--- src/rtl/stcm_pkg.sv ---
// Shared types and constants for the scalar-to-color map block.
// Depends on nothing; every other file of the block except stcm_ifs refers to it by scoped names.
package stcm_pkg;

   // Configuration register indexes.
   typedef enum logic [1:0] {
      CSR_RANGE_LOW  = 2'd0,
      CSR_RANGE_HIGH = 2'd1,
      CSR_MAP_KIND   = 2'd2
   } csr_index_type;

   // Color map selection codes; any other code selects the fringe map.
   typedef enum logic [2:0] {
      MAP_RAINBOW   = 3'd0,
      MAP_JET       = 3'd1,
      MAP_COOLWARM  = 3'd2,
      MAP_GRAYSCALE = 3'd3,
      MAP_FRINGE    = 3'd4
   } map_kind_type;

   // How the second color stage builds its scaled channel values.
   typedef enum logic [1:0] {
      BLEND_SCALE,
      BLEND_COOL_LOW,
      BLEND_COOL_HIGH,
      BLEND_FRINGE
   } blend_type;

   // Saturation flags of the normalized fraction.
   typedef struct packed {
      logic zero;
      logic one;
   } clamp_type;

   // Three 8-bit channels; element 0 is red, 1 green, 2 blue.
   typedef logic [2:0][7:0] rgb_type;

   localparam int FRINGE_LEVELS = 16;

   // Cool-warm end points and segment slopes, per channel.
   localparam rgb_type COOL_BASE       = {8'd192, 8'd76, 8'd59};
   localparam rgb_type COOL_LOW_SLOPE  = {8'd63, 8'd179, 8'd196};
   localparam rgb_type COOL_HIGH_SLOPE = {8'd217, 8'd251, 8'd75};
   localparam logic [7:0] CHANNEL_FULL = 8'd255;

   // Fringe palette, from dark blue up to dark red.
   function automatic rgb_type fringe_rgb(input logic [3:0] level);
      rgb_type entry;
      case (level)
         4'd0:    entry = {8'd170, 8'd0,   8'd0};
         4'd1:    entry = {8'd255, 8'd0,   8'd0};
         4'd2:    entry = {8'd255, 8'd85,  8'd0};
         4'd3:    entry = {8'd255, 8'd170, 8'd0};
         4'd4:    entry = {8'd255, 8'd255, 8'd0};
         4'd5:    entry = {8'd170, 8'd255, 8'd0};
         4'd6:    entry = {8'd85,  8'd255, 8'd0};
         4'd7:    entry = {8'd0,   8'd255, 8'd0};
         4'd8:    entry = {8'd0,   8'd255, 8'd85};
         4'd9:    entry = {8'd0,   8'd255, 8'd170};
         4'd10:   entry = {8'd0,   8'd255, 8'd255};
         4'd11:   entry = {8'd0,   8'd200, 8'd255};
         4'd12:   entry = {8'd0,   8'd140, 8'd255};
         4'd13:   entry = {8'd0,   8'd80,  8'd255};
         4'd14:   entry = {8'd0,   8'd0,   8'd255};
         4'd15:   entry = {8'd0,   8'd0,   8'd170};
         default: entry = '0;
      endcase
      return entry;
   endfunction

endpackage

--- src/rtl/stcm_ifs.sv ---
// Valid/ready stream interfaces for the sample input and the color output.
// Depends on nothing; used by the scalar_to_color_map top level.
interface stcm_sample_if #(
   parameter int VALUE_BITS = 32
);
   logic                         valid;
   logic                         ready;
   logic signed [VALUE_BITS-1:0] sample_value;

   modport source (output valid, output sample_value, input ready);
   modport sink (input valid, input sample_value, output ready);
endinterface

interface stcm_color_if;
   logic       valid;
   logic       ready;
   logic [7:0] red;
   logic [7:0] green;
   logic [7:0] blue;

   modport source (output valid, output red, output green, output blue, input ready);
   modport sink (input valid, input red, input green, input blue, output ready);
endinterface

--- src/rtl/stcm_front.sv ---
// Front stage: compares the sample with the range and forms numerator and denominator.
// Depends on stcm_pkg for the saturation flag type.
module stcm_front #(
   parameter int VALUE_BITS = 32
) (
   input  logic                    clock,
   input  logic                    reset,
   input  logic                    in_valid,
   output logic                    in_ready,
   input  logic [VALUE_BITS-1:0]   in_sample,
   input  logic [VALUE_BITS-1:0]   range_low,
   input  logic [VALUE_BITS-1:0]   range_high,
   output logic                    out_valid,
   input  logic                    out_ready,
   output stcm_pkg::clamp_type     out_clamp,
   output logic [VALUE_BITS-1:0]   out_num,
   output logic [VALUE_BITS-1:0]   out_den
);

   logic                  valid_ff;
   stcm_pkg::clamp_type   clamp_ff;
   stcm_pkg::clamp_type   clamp_in;
   logic [VALUE_BITS-1:0] num_ff;
   logic [VALUE_BITS-1:0] den_ff;
   logic [VALUE_BITS-1:0] sample_biased;
   logic [VALUE_BITS-1:0] low_biased;
   logic [VALUE_BITS-1:0] high_biased;
   logic                  advance;

   // The stage moves when it is empty or its content leaves.
   assign advance  = !valid_ff || out_ready;
   assign in_ready = advance;

   // Flipping the sign bit turns signed order into unsigned order.
   assign sample_biased = {~in_sample[VALUE_BITS-1], in_sample[VALUE_BITS-2:0]};
   assign low_biased    = {~range_low[VALUE_BITS-1], range_low[VALUE_BITS-2:0]};
   assign high_biased   = {~range_high[VALUE_BITS-1], range_high[VALUE_BITS-2:0]};

   // Samples at or below the low end give zero; a degenerate range or a sample
   // at or above the high end gives one.
   always_comb begin
      clamp_in.zero = (sample_biased <= low_biased);
      clamp_in.one  = !clamp_in.zero &&
                      ((high_biased <= low_biased) || (sample_biased >= high_biased));
   end

   always_ff @(posedge clock) begin
      if (reset) begin
         valid_ff <= 1'b0;
      end else if (advance) begin
         valid_ff <= in_valid;
      end
      if (advance && in_valid) begin
         clamp_ff <= clamp_in;
         num_ff   <= sample_biased - low_biased;
         den_ff   <= high_biased - low_biased;
      end
   end

   assign out_valid = valid_ff;
   assign out_clamp = clamp_ff;
   assign out_num   = num_ff;
   assign out_den   = den_ff;

endmodule

--- src/rtl/stcm_divider.sv ---
// Pipelined restoring divider: one quotient bit per register stage.
// Depends on stcm_pkg for the saturation flag type carried alongside.
module stcm_divider #(
   parameter int VALUE_BITS    = 32,
   parameter int FRACTION_BITS = 16
) (
   input  logic                     clock,
   input  logic                     reset,
   input  logic                     in_valid,
   output logic                     in_ready,
   input  stcm_pkg::clamp_type      in_clamp,
   input  logic [VALUE_BITS-1:0]    in_num,
   input  logic [VALUE_BITS-1:0]    in_den,
   output logic                     out_valid,
   input  logic                     out_ready,
   output stcm_pkg::clamp_type      out_clamp,
   output logic [FRACTION_BITS-1:0] out_quotient
);

   localparam int STAGES = FRACTION_BITS;

   logic                     valid_ff   [STAGES];
   stcm_pkg::clamp_type      clamp_ff   [STAGES];
   logic [VALUE_BITS-1:0]    rem_ff     [STAGES];
   logic [VALUE_BITS-1:0]    den_ff     [STAGES];
   logic [FRACTION_BITS-1:0] quot_ff    [STAGES];
   logic                     advance    [STAGES+1];

   assign advance[STAGES] = out_ready;
   assign in_ready        = advance[0];

   for (genvar k = 0; k < STAGES; k++) begin : g_stage
      logic                     prev_valid;
      stcm_pkg::clamp_type      prev_clamp;
      logic [VALUE_BITS-1:0]    prev_rem;
      logic [VALUE_BITS-1:0]    prev_den;
      logic [FRACTION_BITS-1:0] prev_quot;
      logic [VALUE_BITS:0]      doubled;
      logic                     fits;
      logic [VALUE_BITS-1:0]    rem_in;
      logic [FRACTION_BITS-1:0] quot_in;

      if (k == 0) begin : g_first
         assign prev_valid = in_valid;
         assign prev_clamp = in_clamp;
         assign prev_rem   = in_num;
         assign prev_den   = in_den;
         assign prev_quot  = '0;
      end else begin : g_next
         assign prev_valid = valid_ff[k-1];
         assign prev_clamp = clamp_ff[k-1];
         assign prev_rem   = rem_ff[k-1];
         assign prev_den   = den_ff[k-1];
         assign prev_quot  = quot_ff[k-1];
      end

      // Stage k moves when empty or when stage k+1 moves.
      assign advance[k] = !valid_ff[k] || advance[k+1];

      // Double the partial remainder and subtract the divisor where it fits.
      assign doubled = {prev_rem, 1'b0};
      assign fits    = (doubled >= {1'b0, prev_den});
      assign rem_in  = fits ? VALUE_BITS'(doubled - {1'b0, prev_den})
                            : doubled[VALUE_BITS-1:0];
      assign quot_in = {prev_quot[FRACTION_BITS-2:0], fits};

      always_ff @(posedge clock) begin
         if (reset) begin
            valid_ff[k] <= 1'b0;
         end else if (advance[k]) begin
            valid_ff[k] <= prev_valid;
         end
         if (advance[k] && prev_valid) begin
            clamp_ff[k] <= prev_clamp;
            rem_ff[k]   <= rem_in;
            den_ff[k]   <= prev_den;
            quot_ff[k]  <= quot_in;
         end
      end
   end

   assign out_valid    = valid_ff[STAGES-1];
   assign out_clamp    = clamp_ff[STAGES-1];
   assign out_quotient = quot_ff[STAGES-1];

endmodule

--- src/rtl/stcm_color.sv ---
// Color stages: map selection, scaled channel values, and rounding to 8 bits.
// Depends on stcm_pkg for map codes, palette and cool-warm constants.
module stcm_color #(
   parameter int FRACTION_BITS = 16
) (
   input  logic                     clock,
   input  logic                     reset,
   input  logic [2:0]               map_kind,
   input  logic                     in_valid,
   output logic                     in_ready,
   input  stcm_pkg::clamp_type      in_clamp,
   input  logic [FRACTION_BITS-1:0] in_quotient,
   output logic                     out_valid,
   input  logic                     out_ready,
   output stcm_pkg::rgb_type        out_color
);

   localparam int FB = FRACTION_BITS;
   localparam logic [FB:0]   ONE          = (FB+1)'(1) << FB;
   localparam logic [FB:0]   HALF         = ONE >> 1;
   localparam logic [FB+3:0] THREE_HALVES = (FB+4)'(3) << (FB-1);

   typedef struct packed {
      stcm_pkg::blend_type blend;
      logic [2:0][FB:0]    level;
      logic [3:0]          index;
      logic [FB:0]         frac;
   } stage1_type;

   typedef logic [2:0][FB+8:0] scaled_type;

   logic              valid1_ff, valid2_ff, valid3_ff;
   logic              advance1, advance2, advance3;
   stage1_type        s1_ff, s1_in;
   scaled_type        s2_ff, s2_in;
   stcm_pkg::rgb_type s3_ff, s3_in;

   logic [FB:0]       level_t;
   logic [FB+2:0]     hue6;
   logic [2:0]        sector;
   logic [FB:0]       wrap;
   logic [FB:0]       tent;
   logic [FB+4:0]     scaled15;

   // Jet ramp: 1.5 minus the distance of 4t from the center, clamped to [0,1].
   function automatic logic [FB:0] jet_ramp(input logic [FB:0] t, input logic [1:0] center);
      logic [FB+3:0] four_t;
      logic [FB+3:0] mid;
      logic [FB+3:0] distance;
      logic [FB+3:0] peak;
      logic [FB:0]   level;
      four_t   = {1'b0, t, 2'b00};
      mid      = (FB+4)'(center) << FB;
      distance = (four_t >= mid) ? (four_t - mid) : (mid - four_t);
      peak     = THREE_HALVES - distance;
      if (distance >= THREE_HALVES) begin
         level = '0;
      end else if (peak >= (FB+4)'(ONE)) begin
         level = ONE;
      end else begin
         level = peak[FB:0];
      end
      return level;
   endfunction

   // Each stage moves when empty or when the next one moves.
   assign advance3 = !valid3_ff || out_ready;
   assign advance2 = !valid2_ff || advance3;
   assign advance1 = !valid1_ff || advance2;
   assign in_ready = advance1;

   // Stage 1: resolve the fraction and pick per-map fractions or blend terms.
   always_comb begin
      level_t  = in_clamp.one ? ONE : (in_clamp.zero ? '0 : {1'b0, in_quotient});
      hue6     = {ONE - level_t, 2'b00};
      sector   = hue6[FB+2:FB];
      wrap     = hue6[FB:0];
      tent     = ONE - ((wrap >= ONE) ? (wrap - ONE) : (ONE - wrap));
      scaled15 = {level_t, 4'b0000} - (FB+5)'(level_t);
      s1_in    = '0;
      case (map_kind)
         stcm_pkg::MAP_RAINBOW: begin
            s1_in.blend = stcm_pkg::BLEND_SCALE;
            case (sector)
               3'd0: begin
                  s1_in.level[0] = ONE;
                  s1_in.level[1] = tent;
               end
               3'd1: begin
                  s1_in.level[0] = tent;
                  s1_in.level[1] = ONE;
               end
               3'd2: begin
                  s1_in.level[1] = ONE;
                  s1_in.level[2] = tent;
               end
               3'd3: begin
                  s1_in.level[1] = tent;
                  s1_in.level[2] = ONE;
               end
               3'd4: begin
                  s1_in.level[0] = tent;
                  s1_in.level[2] = ONE;
               end
               default: begin
                  s1_in.level[0] = ONE;
                  s1_in.level[2] = tent;
               end
            endcase
         end
         stcm_pkg::MAP_JET: begin
            s1_in.blend    = stcm_pkg::BLEND_SCALE;
            s1_in.level[0] = jet_ramp(level_t, 2'd3);
            s1_in.level[1] = jet_ramp(level_t, 2'd2);
            s1_in.level[2] = jet_ramp(level_t, 2'd1);
         end
         stcm_pkg::MAP_COOLWARM: begin
            if (level_t < HALF) begin
               s1_in.blend = stcm_pkg::BLEND_COOL_LOW;
               s1_in.frac  = {level_t[FB-1:0], 1'b0};
            end else begin
               s1_in.blend = stcm_pkg::BLEND_COOL_HIGH;
               s1_in.frac  = (FB+1)'({level_t, 1'b0} - {1'b0, ONE});
            end
         end
         stcm_pkg::MAP_GRAYSCALE: begin
            s1_in.blend    = stcm_pkg::BLEND_SCALE;
            s1_in.level[0] = level_t;
            s1_in.level[1] = level_t;
            s1_in.level[2] = level_t;
         end
         default: begin
            // Fringe, also for unknown codes. The very top lands on the end of
            // the last interval so that it reads the last palette entry.
            s1_in.blend = stcm_pkg::BLEND_FRINGE;
            if (scaled15[FB+4:FB] == 4'd15) begin
               s1_in.index = 4'd14;
               s1_in.frac  = ONE;
            end else begin
               s1_in.index = scaled15[FB+3:FB];
               s1_in.frac  = {1'b0, scaled15[FB-1:0]};
            end
         end
      endcase
   end

   // Stage 2: channel values scaled by 255 and by 2^FRACTION_BITS.
   always_comb begin
      stcm_pkg::rgb_type      lower;
      stcm_pkg::rgb_type      upper;
      logic [FB+8:0]          slope_term;
      logic signed [8:0]      step;
      logic signed [FB+10:0]  fringe_base;
      logic signed [FB+10:0]  fringe_prod;
      logic signed [FB+10:0]  fringe_sum;
      lower = stcm_pkg::fringe_rgb(s1_ff.index);
      upper = stcm_pkg::fringe_rgb(s1_ff.index + 4'd1);
      s2_in = '0;
      for (int k = 0; k < 3; k++) begin
         slope_term  = '0;
         step        = $signed({1'b0, upper[k]}) - $signed({1'b0, lower[k]});
         fringe_base = (FB+11)'($signed({1'b0, lower[k], {FB{1'b0}}}));
         fringe_prod = (FB+11)'($signed({1'b0, s1_ff.frac})) * (FB+11)'(step);
         fringe_sum  = fringe_base + fringe_prod;
         case (s1_ff.blend)
            stcm_pkg::BLEND_SCALE: begin
               s2_in[k] = (FB+9)'({s1_ff.level[k], 8'd0}) - (FB+9)'(s1_ff.level[k]);
            end
            stcm_pkg::BLEND_COOL_LOW: begin
               slope_term = (FB+9)'(stcm_pkg::COOL_LOW_SLOPE[k]) * (FB+9)'(s1_ff.frac);
               s2_in[k]   = (FB+9)'({stcm_pkg::COOL_BASE[k], {FB{1'b0}}}) + slope_term;
            end
            stcm_pkg::BLEND_COOL_HIGH: begin
               slope_term = (FB+9)'(stcm_pkg::COOL_HIGH_SLOPE[k]) * (FB+9)'(s1_ff.frac);
               s2_in[k]   = (FB+9)'({stcm_pkg::CHANNEL_FULL, {FB{1'b0}}}) - slope_term;
            end
            default: begin
               s2_in[k] = fringe_sum[FB+8:0];
            end
         endcase
      end
   end

   // Stage 3: round half up and saturate at full scale.
   always_comb begin
      logic [FB+8:0] rounded;
      s3_in = '0;
      for (int k = 0; k < 3; k++) begin
         rounded  = s2_ff[k] + (FB+9)'(HALF);
         s3_in[k] = rounded[FB+8] ? stcm_pkg::CHANNEL_FULL : rounded[FB+7:FB];
      end
   end

   always_ff @(posedge clock) begin
      if (reset) begin
         valid1_ff <= 1'b0;
         valid2_ff <= 1'b0;
         valid3_ff <= 1'b0;
      end else begin
         if (advance1) begin
            valid1_ff <= in_valid;
         end
         if (advance2) begin
            valid2_ff <= valid1_ff;
         end
         if (advance3) begin
            valid3_ff <= valid2_ff;
         end
      end
      if (advance1 && in_valid) begin
         s1_ff <= s1_in;
      end
      if (advance2 && valid1_ff) begin
         s2_ff <= s2_in;
      end
      if (advance3 && valid2_ff) begin
         s3_ff <= s3_in;
      end
   end

   assign out_valid = valid3_ff;
   assign out_color = s3_ff;

endmodule

--- src/rtl/scalar_to_color_map.sv ---
// Scalar-to-color map: normalizes each signed sample against the configured range
// and colors it with one of five maps (rainbow, jet, cool-warm, grayscale, fringe).
// Takes one sample per clock while the output is not stalled, and each sample passes
// through FRACTION_BITS + 4 register stages in all (one front compare stage, one
// divider stage per fraction bit, and three color stages). The divider produces one
// quotient bit per register stage, and every stage holds its own valid bit, so stalls
// at the output fill bubbles first and the input keeps moving while any stage is
// empty. The user must write configuration through the csr_ port only while no
// sample is in flight; the block itself does not enforce this.
// Depends on stcm_pkg, stcm_ifs, stcm_front, stcm_divider and stcm_color.
module scalar_to_color_map #(
   parameter int VALUE_BITS    = 32,
   parameter int FRACTION_BITS = 16
) (
   input  logic                  clock,
   input  logic                  reset,
   stcm_sample_if.sink           req_chan,
   stcm_color_if.source          rsp_chan,
   input  logic                  csr_write_enable,
   input  logic [1:0]            csr_index,
   input  logic [VALUE_BITS-1:0] csr_write_data
);

   logic [VALUE_BITS-1:0]    range_low_ff;
   logic [VALUE_BITS-1:0]    range_high_ff;
   logic [2:0]               map_kind_ff;

   logic                     front_valid;
   logic                     front_ready;
   stcm_pkg::clamp_type      front_clamp;
   logic [VALUE_BITS-1:0]    front_num;
   logic [VALUE_BITS-1:0]    front_den;
   logic                     div_valid;
   logic                     div_ready;
   stcm_pkg::clamp_type      div_clamp;
   logic [FRACTION_BITS-1:0] div_quotient;
   stcm_pkg::rgb_type        color;

   // Configuration registers.
   always_ff @(posedge clock) begin
      if (reset) begin
         range_low_ff  <= '0;
         range_high_ff <= VALUE_BITS'(1);
         map_kind_ff   <= stcm_pkg::MAP_FRINGE;
      end else if (csr_write_enable) begin
         case (csr_index)
            stcm_pkg::CSR_RANGE_LOW:  range_low_ff  <= csr_write_data;
            stcm_pkg::CSR_RANGE_HIGH: range_high_ff <= csr_write_data;
            stcm_pkg::CSR_MAP_KIND:   map_kind_ff   <= csr_write_data[2:0];
            default: ;
         endcase
      end
   end

   // Range compare and difference.
   stcm_front #(
      .VALUE_BITS (VALUE_BITS)
   ) u_front (
      .clock      (clock),
      .reset      (reset),
      .in_valid   (req_chan.valid),
      .in_ready   (req_chan.ready),
      .in_sample  (req_chan.sample_value),
      .range_low  (range_low_ff),
      .range_high (range_high_ff),
      .out_valid  (front_valid),
      .out_ready  (front_ready),
      .out_clamp  (front_clamp),
      .out_num    (front_num),
      .out_den    (front_den)
   );

   // Fraction of the range.
   stcm_divider #(
      .VALUE_BITS    (VALUE_BITS),
      .FRACTION_BITS (FRACTION_BITS)
   ) u_divider (
      .clock        (clock),
      .reset        (reset),
      .in_valid     (front_valid),
      .in_ready     (front_ready),
      .in_clamp     (front_clamp),
      .in_num       (front_num),
      .in_den       (front_den),
      .out_valid    (div_valid),
      .out_ready    (div_ready),
      .out_clamp    (div_clamp),
      .out_quotient (div_quotient)
   );

   // Color lookup and rounding; its last stage is the output register.
   stcm_color #(
      .FRACTION_BITS (FRACTION_BITS)
   ) u_color (
      .clock       (clock),
      .reset       (reset),
      .map_kind    (map_kind_ff),
      .in_valid    (div_valid),
      .in_ready    (div_ready),
      .in_clamp    (div_clamp),
      .in_quotient (div_quotient),
      .out_valid   (rsp_chan.valid),
      .out_ready   (rsp_chan.ready),
      .out_color   (color)
   );

   assign rsp_chan.red   = color[0];
   assign rsp_chan.green = color[1];
   assign rsp_chan.blue  = color[2];

endmodule

--- src/flat_wrapper.sv ---
// flat-port wrapper written by rule: the top's interface ports become plain ports
module scalar_to_color_map_flat 
#(
   parameter int VALUE_BITS    = 32,
   parameter int FRACTION_BITS = 16
)
  (clock, reset, csr_write_enable, csr_index, csr_write_data, req_chan_valid, req_chan_sample_value, req_chan_ready, rsp_chan_valid, rsp_chan_red, rsp_chan_green, rsp_chan_blue, rsp_chan_ready);
  stcm_sample_if #(.VALUE_BITS(VALUE_BITS)) req_chan_i ();
  stcm_color_if rsp_chan_i ();
  input  logic clock;
  input  logic reset;
  input  logic csr_write_enable;
  input  logic [1:0] csr_index;
  input  logic [VALUE_BITS-1:0] csr_write_data;
  input wire logic [$bits(req_chan_i.valid)-1:0] req_chan_valid;
  input wire logic [$bits(req_chan_i.sample_value)-1:0] req_chan_sample_value;
  output wire logic [$bits(req_chan_i.ready)-1:0] req_chan_ready;
  output wire logic [$bits(rsp_chan_i.valid)-1:0] rsp_chan_valid;
  output wire logic [$bits(rsp_chan_i.red)-1:0] rsp_chan_red;
  output wire logic [$bits(rsp_chan_i.green)-1:0] rsp_chan_green;
  output wire logic [$bits(rsp_chan_i.blue)-1:0] rsp_chan_blue;
  input wire logic [$bits(rsp_chan_i.ready)-1:0] rsp_chan_ready;
  assign req_chan_i.valid = req_chan_valid;
  assign req_chan_i.sample_value = req_chan_sample_value;
  assign req_chan_ready = req_chan_i.ready;
  assign rsp_chan_valid = rsp_chan_i.valid;
  assign rsp_chan_red = rsp_chan_i.red;
  assign rsp_chan_green = rsp_chan_i.green;
  assign rsp_chan_blue = rsp_chan_i.blue;
  assign rsp_chan_i.ready = rsp_chan_ready;
  scalar_to_color_map #(.VALUE_BITS(VALUE_BITS), .FRACTION_BITS(FRACTION_BITS)) u_core (.clock(clock), .reset(reset), .req_chan(req_chan_i), .rsp_chan(rsp_chan_i), .csr_write_enable(csr_write_enable), .csr_index(csr_index), .csr_write_data(csr_write_data));
endmodule
--- config.mk ---
export PLATFORM = sky130hd
export DESIGN_NAME = scalar_to_color_map_flat
export DESIGN_NICKNAME = d
export VERILOG_FILES = /design/src/rtl/stcm_pkg.sv /design/src/rtl/stcm_ifs.sv /design/src/rtl/stcm_front.sv /design/src/rtl/stcm_divider.sv /design/src/rtl/stcm_color.sv /design/src/rtl/scalar_to_color_map.sv /design/src/flat_wrapper.sv
export SDC_FILE = /design/constraint.sdc
export NUM_CORES = 2
export LEC_CHECK = 0
export BUFFER_PORTS_ARGS = -buffer_cell sky130_fd_sc_hd__buf_2
export CAP_MARGIN = 25
export CORE_MARGIN = 4
export CORE_UTILIZATION = 55
export DETAILED_ROUTE_END_ITERATION = 12
export MAX_ROUTING_LAYER = met4
export PLACE_DENSITY = 0.76
export SLEW_MARGIN = 0
export SYNTH_ARGS = -nofsm -noshare
export SYNTH_HDL_FRONTEND = slang
export SYNTH_SLANG_ARGS = --single-unit
--- constraint.sdc ---
create_clock -name clock -period 17.22 [get_ports clock]
set_clock_uncertainty 0.2 [all_clocks]
set_input_delay 2.583 -clock clock [delete_from_list [all_inputs] [get_ports clock]]
set_output_delay 2.583 -clock clock [all_outputs]
set_load 0.05 [all_outputs]
==> impl_metrics.py <==
metrics = {
    "clock_network": {
        "clockRootBuffer": "sky130_fd_sc_hd__clkbuf_16",
        "clock-sinks": 1405,
        "worst_skew_pair.late_latency_ns": 0.82,
        "clk_pin_slew_worst_paths_ns": 0.06,
        "maximum_buffer_depth_of_the_clock_tree": 3,
        "cts_setup_buffers": 0,
        "cts_tree": "done",
        "inserted_clock_buffers": 155,
        "ctsResizeCount": 0,
        "cts.hold.buffers_added": 0,
        "count_of_h_tree_levels_built_during_cts": 4,
    },
    "yosys": {
        "yosys_warnings": 0,
        "synthDistinctLibCells": 97,
        "post_synthesis_instance_area_um2": 110000,
        "postSynth.asyncResetShare_pct": 0,
        "postSynthRegisterBits": 1405,
        "synth_sequential_area_ratio_pct": 37.6,
        "most_common_cell_in_the_netlist": "sky130_fd_sc_hd__inv_1",
        "post_synth_most_frequent_cells": "sky130_fd_sc_hd__inv_1, sky130_fd_sc_hd__edfxtp_1, sky130_fd_sc_hd__ha_1, sky130_fd_sc_hd__nand2_1, sky130_fd_sc_hd__nor2_1",
        "synth_area_per_cell_um2": 10.3,
        "mappedNetlistNets": 12522,
        "synthesis.instances": 10712,
        "number_of_enable_type_register_cells_in_the_synthesized_netlist": 1334,
        "yosysTopAreaCell": "sky130_fd_sc_hd__edfxtp_1",
        "ys_dominant_reg_cell": "sky130_fd_sc_hd__edfxtp_1",
        "netlist_top_cells_area": "sky130_fd_sc_hd__edfxtp_1, sky130_fd_sc_hd__ha_1, sky130_fd_sc_hd__fa_1, sky130_fd_sc_hd__inv_1, sky130_fd_sc_hd__xnor2_1",
        "synth_top_cell_area_share_pct": 36.3,
    },
    "min_path": {
        "cell_count_of_the_worst_hold_path": 0,
        "worstHoldStart": "u_core.u_divider.quot_ff[1][22]$_DFFE_PP_",
        "whs_endpoint": "u_core.u_divider.quot_ff[1][39]$_DFFE_PP_",
        "worstHoldPathType": "flop to flop",
    },
    "route": {
        "antenna_left": 0,
        "route.detailed.vias_per_inst": 5.91,
        "routed_wire_length_per_instance_um": 22.6,
        "routed_wire_length_um": 307000,
        "number_of_optimization_iterations_in_the_first_detailed_route_pass": 6,
        "dr.first_iter.drc_count": 6584,
        "dr_total_vias": 80445,
        "detail_route.drc_violations": 0,
    },
    "global_routing": {
        "grt_use_total_pct": 30.0,
        "grt_remaining_overflow": 0,
        "antenna_found_initial": 5,
        "global_route_wire_length_before_repair_um": 471000,
        "largest_net_degree_at_the_start_of_global_routing": 78,
        "grt_pass1_vias": 80694,
    },
    "sta": {
        "hold_viol": 0,
        "hold_slack_ns": 0.202,
        "finalSetupViolations": 0,
        "fmaxAchievable_ghz": 0.0986,
        "maxSlewViolCount": 0,
        "tightestPinTransition_ns": 1.06,
        "fin_crit_sh_pct": 58.9,
        "final_period_minus_worst_setup_slack_ns": 10.14,
        "totalNegativeSetupSlack_ns": 0,
        "max-slew-margin-rel_pct": 27.4,
        "grt_setup_unrepaired": "no",
    },
    "placed_design": {
        "place_congestion": 1.01,
        "port-buffer-count": 96,
        "dpl_cell_area_um2": 114000,
        "dp.final_hpwl_um": 243000,
    },
    "worst_setup_path": {
        "cp_top_family": "adder cells",
        "setup.worst_path.class": "flop to flop",
        "worstPathBufferInverterCount": 6,
        "required_ns": 17.55,
        "timing.rr.end": "u_core.u_color.s2_ff[73]$_DFFE_PP_",
        "regToRegStartpoint": "u_core.u_color.s1_ff[17]$_SDFFCE_PP0P_",
        "worst_path_largest_cell_delay_ns": 0.62,
        "worst_setup_path_start_kind": "flop",
        "critical_path_peak_fanout": 21,
        "crit_arrival_ns": 10.47,
        "register_to_register_setup_slack_ns": 7.08,
        "timing.reg2reg.worst_path_depth": 32,
        "cp_max_delay_cell": "sky130_fd_sc_hd__a21o_1",
        "type_of_destination_of_the_critical_path": "flop",
    },
    "cells_and_area": {
        "fin_area_um2": 120000,
        "area.growth.synth_to_final_pct": 8.29,
        "fin_nets": 12631,
        "nFillCells": 16395,
        "drive_gt1_share_pct": 7.35,
    },
    "outcome": {
        "status": "complete, no violations",
    },
    "floorplanning": {
        "design.portCount": 97,
        "die-width_um": 456,
        "die_area_um2": 208000,
        "die_height_um": 456,
        "placementRows": 164,
        "core_region_area_um2": 200000,
        "initial_utilization_pct": 55.3,
    },
    "power_and_ir_drop": {
        "vdd_drop_max_uv": 111,
        "power_leakage_uw": 0.0512,
        "power.density_cell_area_nw_per_um2": 67.1,
    },
    "flow_run": {
        "cap_viol_max_count": 0,
    },
}
==> flip-flops by register name (all words and copies together) (netlist names) <==
register	flops
u_core.u_front.out_valid	1
u_core.u_divider.clamp_ff	32
u_core.u_color.out_valid	1
u_core.u_front.out_den	32
u_core.u_color.s1_ff	70
u_core.u_divider.rem_ff	480
u_core.map_kind_ff	3
u_core.u_divider.quot_ff	136
u_core.u_color.s2_ff	30
u_core.u_front.out_clamp	2
u_core.u_color.valid2_ff	1
u_core.u_front.out_num	32
u_core.u_color.valid1_ff	1
u_core.u_color.out_color	24
u_core.u_divider.den_ff	480
u_core.u_divider.valid_ff	16
u_core.range_low_ff	32
u_core.range_high_ff	32
==> where the power goes <==
group | switching (µW) | internal, µW
sequential | 54.4 | 3810
combinational | 457 | 347
clock | 1440 | 1910
==> cell type report <==
cell class / count / area [µm²] / area share [%]
multi-input cells: 7542 / 62600 / 52.3
flip-flops and latches: 1405 / 41500 / 34.7
inverters: 1516 / 5690 / 4.76
clock buffers: 177 / 3990 / 3.34
well taps: 2656 / 3320 / 2.78
repair buffers: 201 / 1350 / 1.13
clock inverters: 105 / 1150 / 0.963
diodes: 6 / 15.0 / 0.0126
==> cells by family (layout without fill, tap and decap cells) <==
logic type      count (synthesis)  count (layout)  synth area share [%]
mux                           283             283                  3.03
xor+xnor                      655             655                  5.20
buf+inv                      1765            1999                  6.03
fa+ha+maj                    1739            1739                  23.8
flops                        1405            1405                  37.6
other cells                     0               6                     0
compound gates               2222            2222                  12.9
simple gates                 2643            2643                  11.5
==> placed cells by master (no fill, tap or decap), types with 229 or more instances in the layout <==
master	instances
sky130_fd_sc_hd__nor2_1	688
sky130_fd_sc_hd__a21o_1	298
sky130_fd_sc_hd__nand2_1	779
sky130_fd_sc_hd__a21oi_1	641
sky130_fd_sc_hd__fa_1	597
sky130_fd_sc_hd__xor2_1	245
sky130_fd_sc_hd__edfxtp_1	1334
sky130_fd_sc_hd__mux2_2	229
sky130_fd_sc_hd__inv_1	1511
sky130_fd_sc_hd__ha_1	1142
sky130_fd_sc_hd__o21ai_0	454
sky130_fd_sc_hd__xnor2_1	408
==> through the flow <==
step / std cells / utilization (%) / total power (µW) / setup WS [ns]
after detailed placement: 13318 / 57.3 / 4730 / 7.09
after floorplan: 10712 / - / 4500 / 7.40
after global placement: 13310 / 57.2 / 4710 / 7.19
final: 13608 / 59.9 / 8030 / 7.08
after CTS: 13600 / 59.9 / 8080 / 7.06
after global routing: 13606 / 59.9 / 8310 / 6.63
==> worst max-delay path by stage <==
stage	startpoint	end	cells after the start
after floorplan	rsp_chan_ready	u_core.u_divider.clamp_ff[1][0]$_DFFE_PP_	7
after global placement	u_core.u_color.s1_ff[17]$_SDFFCE_PP0P_	u_core.u_color.s2_ff[73]$_DFFE_PP_	35
after detailed placement	u_core.u_color.s1_ff[17]$_SDFFCE_PP0P_	u_core.u_color.s2_ff[73]$_DFFE_PP_	35
after CTS	u_core.u_color.s1_ff[17]$_SDFFCE_PP0P_	u_core.u_color.s2_ff[73]$_DFFE_PP_	32
after global routing	u_core.u_color.s1_ff[17]$_SDFFCE_PP0P_	u_core.u_color.s2_ff[73]$_DFFE_PP_	32
final	u_core.u_color.s1_ff[17]$_SDFFCE_PP0P_	u_core.u_color.s2_ff[73]$_DFFE_PP_	32
==> layer usage <==
layer	global-route usage, %	wire, µm
met1	36.4	123000
met2	50.3	151000
met3	3.11	15800
met4	14.5	17700
met5	-	0
==> worst reg2reg max path, delay by kind of cell, from the launching register on <==
| family | cells | cell delay (ns) |
|---|---|---|
| compound gates | 8 | 2.30 |
| flops | 1 | 0.54 |
| xor+xnor | 2 | 0.28 |
| mux | 1 | 0.46 |
| buf+inv | 6 | 0.58 |
| fa+ha+maj | 9 | 4.13 |
| simple gates | 6 | 1.38 |
(Power assumes the default switching activity.)
